File: config.mk
export PLATFORM = sky130hd
export DESIGN_NAME = stack_machine_int_exec_flat
export DESIGN_NICKNAME = d
export VERILOG_FILES = /design/src/smie_pkg.sv /design/src/smie_if.sv /design/src/stack_machine_int_exec.sv /design/src/flat_wrapper.sv
export SDC_FILE = /design/constraint.sdc
export NUM_CORES = 2
export LEC_CHECK = 0
export BUFFER_PORTS_ARGS = -buffer_cell sky130_fd_sc_hd__buf_2
export CAP_MARGIN = 20
export CORE_UTILIZATION = 50
export DETAILED_ROUTE_END_ITERATION = 12
export PLACE_DENSITY = 0.66
export SETUP_SLACK_MARGIN = 0.2
export SYNTH_ARGS = -nofsm -noshare
export SYNTH_HDL_FRONTEND = slang
export SYNTH_SLANG_ARGS = --single-unit
File: constraint.sdc
create_clock -name clock -period 8.3 [get_ports clock]
set_clock_uncertainty 0.15 [all_clocks]
set_input_delay 0.83 -clock clock [delete_from_list [all_inputs] [get_ports clock]]
set_output_delay 0.83 -clock clock [all_outputs]
set_load 0.03 [all_outputs]
File: src/smie_pkg.sv
// Package for the integer stack machine executor: op and status codes,
// microcode step addresses, control word type and the microcode ROM.
// No dependencies.
`default_nettype none

package smie_pkg;

   // Field widths fixed by the instruction format
   localparam int OP_W       = 3;
   localparam int DATA_W     = 32;
   localparam int ST_W       = 2;
   localparam int DIV_CNT_W  = 5;
   localparam int UPC_W      = 5;

   // Instruction codes
   localparam logic [OP_W-1:0] OP_PUSH = 3'd0;
   localparam logic [OP_W-1:0] OP_POP  = 3'd1;
   localparam logic [OP_W-1:0] OP_ADD  = 3'd2;
   localparam logic [OP_W-1:0] OP_SUB  = 3'd3;
   localparam logic [OP_W-1:0] OP_MUL  = 3'd4;
   localparam logic [OP_W-1:0] OP_DIV  = 3'd5;

   // Status codes
   localparam logic [ST_W-1:0] ST_OK        = 2'd0;
   localparam logic [ST_W-1:0] ST_UNDERFLOW = 2'd1;
   localparam logic [ST_W-1:0] ST_OVERFLOW  = 2'd2;
   localparam logic [ST_W-1:0] ST_DIVZERO   = 2'd3;

   // Stack count operations
   localparam logic [2:0] CNT_HOLD  = 3'd0;
   localparam logic [2:0] CNT_INC   = 3'd1;
   localparam logic [2:0] CNT_DEC   = 3'd2;
   localparam logic [2:0] CNT_DEC2  = 3'd3;
   localparam logic [2:0] CNT_CLEAR = 3'd4;

   // Stack read address select
   localparam logic [1:0] RD_NONE = 2'd0;
   localparam logic [1:0] RD_TOP  = 2'd1;
   localparam logic [1:0] RD_NEXT = 2'd2;

   // Result register select
   localparam logic [1:0] RES_HOLD = 2'd0;
   localparam logic [1:0] RES_ALU  = 2'd1;
   localparam logic [1:0] RES_QUOT = 2'd2;

   // Stack write data select
   localparam logic WR_IMM = 1'b0;
   localparam logic WR_RES = 1'b1;

   // Jump conditions
   localparam logic [3:0] J_NEXT      = 4'd0;
   localparam logic [3:0] J_ALWAYS    = 4'd1;
   localparam logic [3:0] J_WAIT_ITEM = 4'd2;
   localparam logic [3:0] J_FULL      = 4'd3;
   localparam logic [3:0] J_EMPTY     = 4'd4;
   localparam logic [3:0] J_ONE       = 4'd5;
   localparam logic [3:0] J_IS_DIV    = 4'd6;
   localparam logic [3:0] J_RZERO     = 4'd7;
   localparam logic [3:0] J_DIVLOOP   = 4'd8;

   // Microcode step addresses
   localparam logic [UPC_W-1:0] S_IDLE  = 5'd0;
   localparam logic [UPC_W-1:0] S_PUSH0 = 5'd1;
   localparam logic [UPC_W-1:0] S_PUSH1 = 5'd2;
   localparam logic [UPC_W-1:0] S_POP0  = 5'd3;
   localparam logic [UPC_W-1:0] S_POP1  = 5'd4;
   localparam logic [UPC_W-1:0] S_BIN0  = 5'd5;
   localparam logic [UPC_W-1:0] S_BIN1  = 5'd6;
   localparam logic [UPC_W-1:0] S_BIN2  = 5'd7;
   localparam logic [UPC_W-1:0] S_BIN3  = 5'd8;
   localparam logic [UPC_W-1:0] S_BIN4  = 5'd9;
   localparam logic [UPC_W-1:0] S_ALU   = 5'd10;
   localparam logic [UPC_W-1:0] S_DIV0  = 5'd11;
   localparam logic [UPC_W-1:0] S_DIV1  = 5'd12;
   localparam logic [UPC_W-1:0] S_DIV2  = 5'd13;
   localparam logic [UPC_W-1:0] S_DIV3  = 5'd14;
   localparam logic [UPC_W-1:0] S_WRES  = 5'd15;
   localparam logic [UPC_W-1:0] S_OVF   = 5'd16;
   localparam logic [UPC_W-1:0] S_UNF   = 5'd17;
   localparam logic [UPC_W-1:0] S_UNF1  = 5'd18;
   localparam logic [UPC_W-1:0] S_DZ    = 5'd19;
   localparam logic [UPC_W-1:0] S_FIN0  = 5'd20;
   localparam logic [UPC_W-1:0] S_FIN1  = 5'd21;

   // One microcode control word
   typedef struct packed {
      logic [2:0]       cnt_op;
      logic [1:0]       rd_sel;
      logic             ld_right;
      logic             ld_left;
      logic [1:0]       res_sel;
      logic             div_init;
      logic             div_step;
      logic             wr_en;
      logic             wr_sel;
      logic             st_load;
      logic [ST_W-1:0]  st_value;
      logic             emit;
      logic [3:0]       jmp;
      logic [UPC_W-1:0] target;
   } ctrl_type;

   // Entry step for each instruction; unused codes go straight to the result
   function automatic logic [UPC_W-1:0] entry_step(input logic [OP_W-1:0] op);
      logic [UPC_W-1:0] s;
      case (op) inside
         OP_PUSH: s = S_PUSH0;
         OP_POP:  s = S_POP0;
         OP_ADD, OP_SUB, OP_MUL, OP_DIV: s = S_BIN0;
         default: s = S_FIN0;
      endcase
      return s;
   endfunction

   // Microcode ROM
   function automatic ctrl_type ucode(input logic [UPC_W-1:0] upc);
      ctrl_type w;
      w          = '0;
      w.cnt_op   = CNT_HOLD;
      w.rd_sel   = RD_NONE;
      w.res_sel  = RES_HOLD;
      w.st_value = ST_OK;
      w.jmp      = J_NEXT;
      w.target   = S_IDLE;
      case (upc)
         S_IDLE: begin
            w.jmp = J_WAIT_ITEM;
         end
         S_PUSH0: begin
            w.jmp    = J_FULL;
            w.target = S_OVF;
         end
         S_PUSH1: begin
            w.wr_en  = 1'b1;
            w.wr_sel = WR_IMM;
            w.cnt_op = CNT_INC;
            w.jmp    = J_ALWAYS;
            w.target = S_FIN0;
         end
         S_POP0: begin
            w.jmp    = J_EMPTY;
            w.target = S_UNF;
         end
         S_POP1: begin
            w.cnt_op = CNT_DEC;
            w.jmp    = J_ALWAYS;
            w.target = S_FIN0;
         end
         S_BIN0: begin
            w.jmp    = J_EMPTY;
            w.target = S_UNF;
         end
         S_BIN1: begin
            w.jmp    = J_ONE;
            w.target = S_UNF1;
         end
         S_BIN2: begin
            w.rd_sel = RD_TOP;
         end
         S_BIN3: begin
            w.ld_right = 1'b1;
            w.rd_sel   = RD_NEXT;
         end
         S_BIN4: begin
            w.ld_left = 1'b1;
            w.cnt_op  = CNT_DEC2;
            w.jmp     = J_IS_DIV;
            w.target  = S_DIV0;
         end
         S_ALU: begin
            w.res_sel = RES_ALU;
            w.jmp     = J_ALWAYS;
            w.target  = S_WRES;
         end
         S_DIV0: begin
            w.jmp    = J_RZERO;
            w.target = S_DZ;
         end
         S_DIV1: begin
            w.div_init = 1'b1;
         end
         S_DIV2: begin
            w.div_step = 1'b1;
            w.jmp      = J_DIVLOOP;
            w.target   = S_DIV2;
         end
         S_DIV3: begin
            w.res_sel = RES_QUOT;
         end
         S_WRES: begin
            w.wr_en  = 1'b1;
            w.wr_sel = WR_RES;
            w.cnt_op = CNT_INC;
            w.jmp    = J_ALWAYS;
            w.target = S_FIN0;
         end
         S_OVF: begin
            w.st_load  = 1'b1;
            w.st_value = ST_OVERFLOW;
            w.jmp      = J_ALWAYS;
            w.target   = S_FIN0;
         end
         S_UNF: begin
            w.st_load  = 1'b1;
            w.st_value = ST_UNDERFLOW;
            w.jmp      = J_ALWAYS;
            w.target   = S_FIN0;
         end
         S_UNF1: begin
            w.cnt_op   = CNT_CLEAR;
            w.st_load  = 1'b1;
            w.st_value = ST_UNDERFLOW;
            w.jmp      = J_ALWAYS;
            w.target   = S_FIN0;
         end
         S_DZ: begin
            w.st_load  = 1'b1;
            w.st_value = ST_DIVZERO;
         end
         S_FIN0: begin
            w.rd_sel = RD_TOP;
         end
         S_FIN1: begin
            w.emit   = 1'b1;
            w.jmp    = J_ALWAYS;
            w.target = S_IDLE;
         end
         default: begin
            w.jmp    = J_ALWAYS;
            w.target = S_IDLE;
         end
      endcase
      return w;
   endfunction

endpackage

`default_nettype wire

File: src/smie_if.sv
// Channel interfaces of the stack machine executor: instruction items in,
// result items out. Uses smie_pkg for field widths.
`default_nettype none

interface smie_req_if;
   logic                               valid;
   logic                               ready;
   logic        [smie_pkg::OP_W-1:0]   op;
   logic signed [smie_pkg::DATA_W-1:0] immediate;

   modport source (output valid, output op, output immediate, input ready);
   modport sink   (input valid, input op, input immediate, output ready);
endinterface

interface smie_rsp_if #(
   parameter int COUNT_W = 5
);
   logic                               valid;
   logic                               ready;
   logic signed [smie_pkg::DATA_W-1:0] top_value;
   logic        [COUNT_W-1:0]          depth;
   logic        [smie_pkg::ST_W-1:0]   status;

   modport source (output valid, output top_value, output depth, output status,
                   input ready);
   modport sink   (input valid, input top_value, input depth, input status,
                   output ready);
endinterface

`default_nettype wire

File: src/stack_machine_int_exec.sv
// The divider loop yields one quotient bit a cycle. The next item is taken the cycle after
// the result is loaded; the result register lets it in while a result waits, and the next
// result holds at the last step until that one is taken. Synchronous active-high reset
// empties the stack; contents are kept. Uses smie_pkg, smie_if.
`default_nettype none

module stack_machine_int_exec #(
   parameter int STACK_DEPTH = 16
) (
   input  wire             clock,
   input  wire             reset,
   smie_req_if.sink        req_ch,
   smie_rsp_if.source      rsp_ch
);

   localparam int CountW = $clog2(STACK_DEPTH + 1);
   localparam int AddrW  = $clog2(STACK_DEPTH);
   localparam int DW     = smie_pkg::DATA_W;

   // Sequencer and datapath state
   logic [smie_pkg::UPC_W-1:0]     upc_ff, upc_in;
   logic [CountW-1:0]              count_ff, count_in;
   logic [smie_pkg::OP_W-1:0]      op_ff;
   logic [DW-1:0]                  imm_ff;
   logic [DW-1:0]                  right_ff, left_ff, res_ff, rd_data_ff;
   logic [DW-1:0]                  quo_ff, rem_ff, dvsr_ff;
   logic                           neg_q_ff;
   logic [smie_pkg::DIV_CNT_W-1:0] div_cnt_ff;
   logic [smie_pkg::ST_W-1:0]      status_ff;
   logic                           rsp_valid_ff;
   logic [DW-1:0]                  out_top_ff;
   logic [CountW-1:0]              out_depth_ff;
   logic [smie_pkg::ST_W-1:0]      out_status_ff;

   logic [DW-1:0]                  stack_mem [STACK_DEPTH];

   smie_pkg::ctrl_type ctrl;
   logic               req_fire, out_busy, taken, stack_full;
   logic [AddrW-1:0]   rd_addr, wr_addr;
   logic [CountW-1:0]  rd_index;
   logic [DW-1:0]      wr_data, alu_res;
   logic [DW:0]        rem_sh, diff;

   assign ctrl       = smie_pkg::ucode(upc_ff);
   assign req_fire   = req_ch.valid && req_ch.ready;
   assign out_busy   = rsp_valid_ff && !rsp_ch.ready;
   assign stack_full = (count_ff == CountW'(STACK_DEPTH));

   assign req_ch.ready     = (upc_ff == smie_pkg::S_IDLE);
   assign rsp_ch.valid     = rsp_valid_ff;
   assign rsp_ch.top_value = out_top_ff;
   assign rsp_ch.depth     = out_depth_ff;
   assign rsp_ch.status    = out_status_ff;

   // Jump condition evaluation
   always_comb begin
      case (ctrl.jmp)
         smie_pkg::J_ALWAYS:  taken = 1'b1;
         smie_pkg::J_FULL:    taken = stack_full;
         smie_pkg::J_EMPTY:   taken = (count_ff == '0);
         smie_pkg::J_ONE:     taken = (count_ff == CountW'(1));
         smie_pkg::J_IS_DIV:  taken = (op_ff == smie_pkg::OP_DIV);
         smie_pkg::J_RZERO:   taken = (right_ff == '0);
         smie_pkg::J_DIVLOOP: taken = (div_cnt_ff != '0);
         default:             taken = 1'b0;
      endcase
   end

   // Next step
   always_comb begin
      if (ctrl.jmp == smie_pkg::J_WAIT_ITEM) begin
         upc_in = req_fire ? smie_pkg::entry_step(req_ch.op) : upc_ff;
      end else if (ctrl.emit && out_busy) begin
         upc_in = upc_ff;
      end else if (taken) begin
         upc_in = ctrl.target;
      end else begin
         upc_in = upc_ff + 1'b1;
      end
   end

   // Stack count update
   always_comb begin
      case (ctrl.cnt_op)
         smie_pkg::CNT_INC:   count_in = count_ff + CountW'(1);
         smie_pkg::CNT_DEC:   count_in = count_ff - CountW'(1);
         smie_pkg::CNT_DEC2:  count_in = count_ff - CountW'(2);
         smie_pkg::CNT_CLEAR: count_in = '0;
         default:             count_in = count_ff;
      endcase
   end

   // Stack addressing
   always_comb begin
      rd_index = (ctrl.rd_sel == smie_pkg::RD_NEXT) ? (count_ff - CountW'(2))
                                                    : (count_ff - CountW'(1));
      rd_addr  = rd_index[AddrW-1:0];
      wr_addr  = count_ff[AddrW-1:0];
      wr_data  = (ctrl.wr_sel == smie_pkg::WR_RES) ? res_ff : imm_ff;
   end

   // Add, subtract, multiply (low word)
   always_comb begin
      case (op_ff)
         smie_pkg::OP_ADD: alu_res = left_ff + right_ff;
         smie_pkg::OP_SUB: alu_res = left_ff - right_ff;
         smie_pkg::OP_MUL: alu_res = left_ff * right_ff;
         default:          alu_res = '0;
      endcase
   end

   // Restoring divider step on magnitudes
   assign rem_sh = {rem_ff, quo_ff[DW-1]};
   assign diff   = rem_sh - {1'b0, dvsr_ff};

   // Control registers
   always_ff @(posedge clock) begin
      if (reset) begin
         upc_ff       <= smie_pkg::S_IDLE;
         count_ff     <= '0;
         rsp_valid_ff <= 1'b0;
         status_ff    <= smie_pkg::ST_OK;
      end else begin
         upc_ff   <= upc_in;
         count_ff <= count_in;
         if (req_fire) begin
            status_ff <= smie_pkg::ST_OK;
         end else if (ctrl.st_load) begin
            status_ff <= ctrl.st_value;
         end
         if (ctrl.emit && !out_busy) begin
            rsp_valid_ff <= 1'b1;
         end else if (rsp_ch.ready) begin
            rsp_valid_ff <= 1'b0;
         end
      end
   end

   // Stack memory, registered read
   always_ff @(posedge clock) begin
      if (ctrl.wr_en) begin
         stack_mem[wr_addr] <= wr_data;
      end
      if (ctrl.rd_sel != smie_pkg::RD_NONE) begin
         rd_data_ff <= stack_mem[rd_addr];
      end
   end

   // Datapath registers
   always_ff @(posedge clock) begin
      if (req_fire) begin
         op_ff  <= req_ch.op;
         imm_ff <= req_ch.immediate;
      end
      if (ctrl.ld_right) right_ff <= rd_data_ff;
      if (ctrl.ld_left)  left_ff  <= rd_data_ff;
      case (ctrl.res_sel)
         smie_pkg::RES_ALU:  res_ff <= alu_res;
         smie_pkg::RES_QUOT: res_ff <= neg_q_ff ? (DW'(0) - quo_ff) : quo_ff;
         default:            res_ff <= res_ff;
      endcase
      if (ctrl.div_init) begin
         quo_ff     <= left_ff[DW-1] ? (DW'(0) - left_ff) : left_ff;
         dvsr_ff    <= right_ff[DW-1] ? (DW'(0) - right_ff) : right_ff;
         rem_ff     <= '0;
         neg_q_ff   <= left_ff[DW-1] ^ right_ff[DW-1];
         div_cnt_ff <= smie_pkg::DIV_CNT_W'(DW - 1);
      end else if (ctrl.div_step) begin
         if (!diff[DW]) begin
            rem_ff <= diff[DW-1:0];
            quo_ff <= {quo_ff[DW-2:0], 1'b1};
         end else begin
            rem_ff <= rem_sh[DW-1:0];
            quo_ff <= {quo_ff[DW-2:0], 1'b0};
         end
         div_cnt_ff <= div_cnt_ff - 1'b1;
      end
      // Result register
      if (ctrl.emit && !out_busy) begin
         out_top_ff    <= (count_ff == '0) ? '0 : rd_data_ff;
         out_depth_ff  <= count_ff;
         out_status_ff <= status_ff;
      end
   end

`ifndef SYNTHESIS
   a_count_bound: assert property (@(posedge clock) disable iff (reset)
      count_ff <= CountW'(STACK_DEPTH))
      else $error("stack count beyond depth");

   a_no_result_overwrite: assert property (@(posedge clock) disable iff (reset)
      (upc_ff == smie_pkg::S_FIN1 && out_busy) |=> rsp_valid_ff && upc_ff == smie_pkg::S_FIN1)
      else $error("pending result overwritten");

   a_div_nonzero: assert property (@(posedge clock) disable iff (reset)
      (upc_ff == smie_pkg::S_DIV2) |-> (dvsr_ff != '0))
      else $error("divider running with zero divisor");

   a_leave_idle: assert property (@(posedge clock) disable iff (reset)
      req_fire |=> (upc_ff != smie_pkg::S_IDLE))
      else $error("accepted item not started");
`endif

endmodule

`default_nettype wire

File: src/flat_wrapper.sv
// flat-port wrapper written by rule: the top's interface ports become plain ports
module stack_machine_int_exec_flat import smie_pkg::*;
#(
   parameter int STACK_DEPTH = 16
)
  (clock, reset, req_ch_valid, req_ch_op, req_ch_immediate, req_ch_ready, rsp_ch_valid, rsp_ch_top_value, rsp_ch_depth, rsp_ch_status, rsp_ch_ready);
  smie_req_if req_ch_i ();
  smie_rsp_if #(.COUNT_W((5))) rsp_ch_i ();
  input  wire clock;
  input  wire reset;
  input wire logic [$bits(req_ch_i.valid)-1:0] req_ch_valid;
  input wire logic [$bits(req_ch_i.op)-1:0] req_ch_op;
  input wire logic [$bits(req_ch_i.immediate)-1:0] req_ch_immediate;
  output wire logic [$bits(req_ch_i.ready)-1:0] req_ch_ready;
  output wire logic [$bits(rsp_ch_i.valid)-1:0] rsp_ch_valid;
  output wire logic [$bits(rsp_ch_i.top_value)-1:0] rsp_ch_top_value;
  output wire logic [$bits(rsp_ch_i.depth)-1:0] rsp_ch_depth;
  output wire logic [$bits(rsp_ch_i.status)-1:0] rsp_ch_status;
  input wire logic [$bits(rsp_ch_i.ready)-1:0] rsp_ch_ready;
  assign req_ch_i.valid = req_ch_valid;
  assign req_ch_i.op = req_ch_op;
  assign req_ch_i.immediate = req_ch_immediate;
  assign req_ch_ready = req_ch_i.ready;
  assign rsp_ch_valid = rsp_ch_i.valid;
  assign rsp_ch_top_value = rsp_ch_i.top_value;
  assign rsp_ch_depth = rsp_ch_i.depth;
  assign rsp_ch_status = rsp_ch_i.status;
  assign rsp_ch_i.ready = rsp_ch_ready;
  stack_machine_int_exec #(.STACK_DEPTH(STACK_DEPTH)) u_core (.clock(clock), .reset(reset), .req_ch(req_ch_i), .rsp_ch(rsp_ch_i));
endmodule
; After elaboration in Yosys (flattened, before gate mapping)
; Memories as Yosys holds them, arrays and structs flattened. A register that Yosys moved wholly into a read port is not among the register bits.
; Index checks and enable logic that the tools add are counted.
[totals]
wordCells = 142
n_memories = 1
inputBits = 39
register_bits = 285
ram_bits = 512
[op_classes]
n_mul = 1
bitwise_logic = 1
n_eq_ne = 49
addsub = 11
mux = 36
n_reduce_logical = 25
[memory_table]
columns = name, depth, width, rd, rd_ports_with_merged_regs, write_ports, line_no
row1 = u_core.stack_mem, 16, 32, 1, 1, 1, stack_machine_int_exec.sv:35  ; logic [DW-1:0] stack_mem [STACK_DEPTH];
[ops]
columns = op, n
row1 = 2-to-1 mux 32 bit, 6
row2 = case mux 32 bit (3 select lines), 1
row3 = "subtractor 1 x 32 -> 32 bit, first input constant", 3
row4 = case mux 32 bit (2 select lines), 1
row5 = "== test 5 x 4 -> 1 bit, second input constant", 8
row6 = case mux 5 bit (8 select lines), 1
row7 = "== test 5 bit, second input constant", 7
row8 = 2-to-1 mux 5 bit, 7
row9 = subtractor 33 x 32 -> 33 bit, 1
row10 = adder 32 bit, 1
row11 = zero test 32 bit, 1
row12 = multiplier 32 x 32 -> 32 bit, 1
row13 = case mux 4 bit (8 select lines), 1
row14 = subtractor 32 bit, 1
row15 = 2-to-1 mux 31 bit, 1
row16 = "== test 5 x 3 -> 1 bit, second input constant", 4
row17 = case mux 5 bit (4 select lines), 1
row18 = "== test 3 x 2 -> 1 bit, second input constant", 6
row19 = "== test 4 x 3 -> 1 bit, second input constant", 4
row20 = "== test 3 bit, second input constant", 5
row21 = case mux 2 bit (2 select lines), 3
row22 = case mux 3 bit (4 select lines), 1
row23 = OR reduction 6 bit, 2
row24 = "adder 5 x 1 -> 5 bit, second input constant", 2
row25 = other kinds (26), 54

; Depth between registers and ports, before layout
[logic_depth]
depth_word = 8
ltp_mapped = 27

; Worst setup path before layout
; Ideal clock, no wire load.
[synth_timing]
path_kind = register -> register
start = register u_core.right_ff[5]
end = register u_core.res_ff[29] (data pin)
arrival_time_ns = 6.791
stages_incl_launch_ff = 26
path_slack_ns = 1.100
required_time_ns = 7.891
period_less_slack_ns = 7.200
path_cell_list = edfxtp_1 clkbuf_1 clkbuf_1 and2_1 fa_1 fa_1 fa_1 inv_1 fa_1 inv_1 fa_1 inv_1 fa_1 inv_1 fa_1 fa_1 ha_1 a21o_1 a21oi_1 nor2b_1 a211oi_1 o21ai_1 a41oi_1 or4_1 a31oi_1 a211o_1
[synth_via]
elab_chain_len = 3
elab_cells_between_ends = 5
[synth_lines]
columns = element, line_no
row1 = from (decl), stack_machine_int_exec.sv:25  ; logic [DW-1:0] right_ff, left_ff, res_ff, rd_data_ff;
row2 = from (signal assigned), stack_machine_int_exec.sv:155  ; if (ctrl.ld_right) right_ff <= rd_data_ff;
row3 = multiplier 32 x 32 -> 32 bit (tied with other cells), stack_machine_int_exec.sv:107  ; smie_pkg::OP_MUL: alu_res = left_ff * right_ff;
row4 = case mux 32 bit (3 select lines) (*), stack_machine_int_exec.sv:104  ; case (op_ff)
row5 = case mux 32 bit (2 select lines) (*), stack_machine_int_exec.sv:157  ; case (ctrl.res_sel)
row6 = to (signal assigned), stack_machine_int_exec.sv:158  ; smie_pkg::RES_ALU: res_ff <= alu_res;
row7 = to (signal assigned), stack_machine_int_exec.sv:159  ; smie_pkg::RES_QUOT: res_ff <= neg_q_ff ? (DW'(0) - quo_ff) : quo_ff;
row8 = to (signal assigned), stack_machine_int_exec.sv:160  ; default: res_ff <= res_ff;
row9 = to (decl), stack_machine_int_exec.sv:25
; Mark *: on every way between the ends. The rest lies on a longest branch, timed or not.
; A chain may end at the register's enable or synchronous reset.

; Worst setup path in the final report
[layout_timing]
start = register u_core.right_ff[4]
end = register u_core.res_ff[30] (data pin)
; The elaborated chain is that of the path after synthesis.

==> metrics.txt <==
Power Density between 200 and 250 nW/um2; Post-Syn Area ~53000 um2; cts bufs inserted 83; pin count of the biggest net entering global routing 83; FF-to-FF path depth 22; Final Hold Vio Count 0; leak pwr approximately 23 nW; fin crit share 93.3%; Post-Synth Simple-Gate Area 10.9%; filler instances 8690; worst r2r dst u_core.res_ff[30]; VDD IR max approximately 210 uV; Core ar. 106000 um2; #FFs+latches synth approximately 830; FF-to-FF setup slack between 0.5 and 0.6 ns; worst slew pin tran 1.06 ns; vias in the first global route 34600; top cells by area, synth edfxtp_1 44%, fa_1 15%, mux4_2 5.4%; wire per inst around 23 um; Clk Tree Root Cell clkbuf_16; area grow syn2layout 9.61%; number of synthesized flops with an enable pin ~780; Max clock buf depth 3; max cap viols 0; Remaining Overflow, GRT 0; worst-path fanout max 16; CTS tree built; post-synthesis adder-cell area fraction 20.2%; Crit Path Class reg2reg; Max Transition Viols Final 0; Seq. cell area ~24000 um2; RSZ-0062 raised after global routing no; Max Clk Rate 0.129 GHz; post-synth top area cell edfxtp_1; final core occ between 50% and 60%; CP Launch Type flop; post-layout min period ~7.7 ns; total die area 108000 um2; via count ~34000; share of layout cells above drive strength 1 between 10% and 20%; first-pass GRT wire length ~210000 um; DR iter-0 viols between 3000 and 4000; XOR/XNOR Fraction of Synth Area approximately 4.2%; area occupied by multi-input gates 26600 um2; # IOs 80; Avg Inst Size Synth roughly 12 um2; hold depth 1; largest family of logic cells by synthesized area adder cells; # hold bufs at CTS 0; clock sink total between 800 and 900; most frequent cells in the layout 779 x edfxtp_1, 451 x inv_1, 427 x nand2_1; Routability Congestion between 0.9 and 1; Post-Syn Instances approximately 4300; sequential area share after synthesis 45.7%; outcome completed; Slew HR 29.6%; Hold Crit Class in2reg; synth warn 0; worst endpoint required time roughly 8.5 ns; row count around 120; DR DRC count 0; HPWL after DPL ~97000 um; Distinct cells, synth 86; Main synth FF type edfxtp_1; most common cell after layout, fill and taps aside edfxtp_1; Setup crit end kind flop; DIE HEIGHT roughly 330 um; htree depth 3; worst path arrival time 7.98 ns; setup tns final 0 ns; Die X 329 um; IO buf count 79; initial antenna violation count 7; Synthesized Nets between 4000 and 5000; Antenna Nets Post-Route 0; endpoints failing setup 0; Hold EP u_core.imm_ff[28]; share of the synthesized area in the top cell type 43.8%; clock latency on the worst-skew pair about 0.66 ns; Worst R2R Start u_core.right_ff[4]; HP Start req_ch_immediate[28]; Vias/cell about 5.8; complex-gate fraction of the synthesized area 6.68%; WL final between 100000 and 150000 um; router iterations before antenna repair 6; ys async rst share 0%; Worst-path clk slew 0.06 ns; Initial Util 50.6%; nets 5018; multiplexer share of the synthesized area 7.45%; Tot GR Track Use 25.9%
[what timing repair did]
item,4_1_cts,5_1_grt
setup buffers,0,21
endpoints found under the setup margin,0,7
resized for setup,0,1
[metrics by stage]
| step | instance area (um2) | instances | hold slack, ns | worst slack, ns | total power, mW |
|---|---|---|---|---|---|
| 3_3_place_gp | 55600 | 5647 | 0.273 | 0.373 | 9.96 |
| 2_1_floorplan | 53400 | 4304 | 0.252 | 1.10 | 8.63 |
| 4_1_cts | 58400 | 5800 | 0.161 | 0.343 | 13.8 |
| 5_1_grt | 58500 | 5821 | 0.182 | 0.207 | 14.4 |
| 3_5_place_dp | 55700 | 5648 | 0.275 | 0.396 | 9.99 |
| 6_report | 58600 | 5827 | 0.201 | 0.554 | 13.7 |
[layout make-up]
type | instances | area share, %
multi-input cells | 2783 | 45.4
flip-flops and latches | 829 | 41.7
clock buffers | 97 | 3.67
well taps | 1391 | 2.97
inverters | 453 | 2.90
repair buffers | 213 | 2.43
clock inverters | 55 | 0.977
diodes | 6 | 0.0256
[logic make-up after synthesis]
kind of cell / Yosys count
buf+inv: 692
fa+ha+maj: 616
simple gates: 1132
mux: 233
flops: 829
compound gates: 545
xor+xnor: 257
[where the power goes]
group          leakage, nW  switching (mW)  internal [mW]
logic                 14.2            2.84           2.00
clock network         1.32            1.64           2.13
registers             7.44           0.138           4.98
total                 23.0            4.62           9.11
[cell usage after synthesis (all sizes together) (10+ instances only)]
master / number
nor3: 42
and2: 309
dfxtp: 50
nand2b: 27
nand3: 24
a31oi: 14
mux2i: 68
a21o: 41
buf: 47
or4: 10
nor2b: 88
fa: 410
o21a: 25
and3: 26
nor4: 15
mux2: 37
a221oi: 16
o41ai: 10
o21ai: 130
clkbuf: 192
nor3b: 10
o21bai: 16
a22oi: 13
edfxtp: 779
or3: 25
nand2: 427
inv: 452
o31ai: 31
a211oi: 47
xnor2: 139
nor2: 95
a21oi: 133
xor2: 118
ha: 206
mux4: 128
[worst max path at each step]
stage | start | to | slack, ns | cells past startpoint
after floorplan | u_core.right_ff[5] | u_core.res_ff[29] | 1.10 | 25
after global placement | u_core.right_ff[2] | u_core.res_ff[27] | 0.37 | 24
after detailed placement | u_core.right_ff[2] | u_core.res_ff[27] | 0.40 | 21
after CTS | u_core.right_ff[2] | u_core.res_ff[27] | 0.34 | 24
after global routing | u_core.right_ff[7] | u_core.res_ff[25] | 0.21 | 25
final | u_core.right_ff[4] | u_core.res_ff[30] | 0.55 | 22
[metal layers]
layer / part of all wire [%] / routed length [um] / vias up / global-route usage [%]
met3: 8.2 / 11200 / 223 / 4.87
met1: 41 / 56000 / 17000 / 35.0
met2: 48 / 65300 / 1262 / 42.3
met4: 3.1 / 4300 / 4 / 8.26
met5: 0.020 / 27 / - / 0
li1: - / - / 15000 / -
[worst max-delay path: stages (launching register included)]
cell	delay, ns
edfxtp_1	0.66
buf_4	0.33
and2_1	0.19
fa_1	0.42
inv_1	0.09
fa_1	0.43
fa_1	0.50
fa_1	0.56
inv_1	0.06
fa_1	0.48
fa_1	0.45
fa_1	0.55
fa_1	0.45
ha_1	0.38
a21o_1	0.20
a21oi_1	0.18
o21ai_0	0.22
a2bb2oi_1	0.21
o211ai_1	0.16
o41ai_1	0.40
xnor2_1	0.14
a22oi_1	0.19
o21ai_1	0.09
[flip-flops by register name, summed over array words and instances (netlist names)]
name,count
u_core.op_ff,3
u_core.rsp_ch.top_value,32
u_core.status_ff,2
u_core.dvsr_ff,32
u_core.rd_data_ff,32
u_core.rsp_ch.valid,1
u_core.quo_ff,32
u_core.div_cnt_ff,5
u_core.left_ff,32
u_core.res_ff,32
u_core.neg_q_ff,1
u_core.upc_ff,5
u_core.rsp_ch.depth,5
u_core.count_ff,5
u_core.rsp_ch.status,2
u_core.stack_mem,512
u_core.right_ff,32
u_core.imm_ff,32
u_core.rem_ff,32
Note: power is estimated with default switching activity, not from simulation.
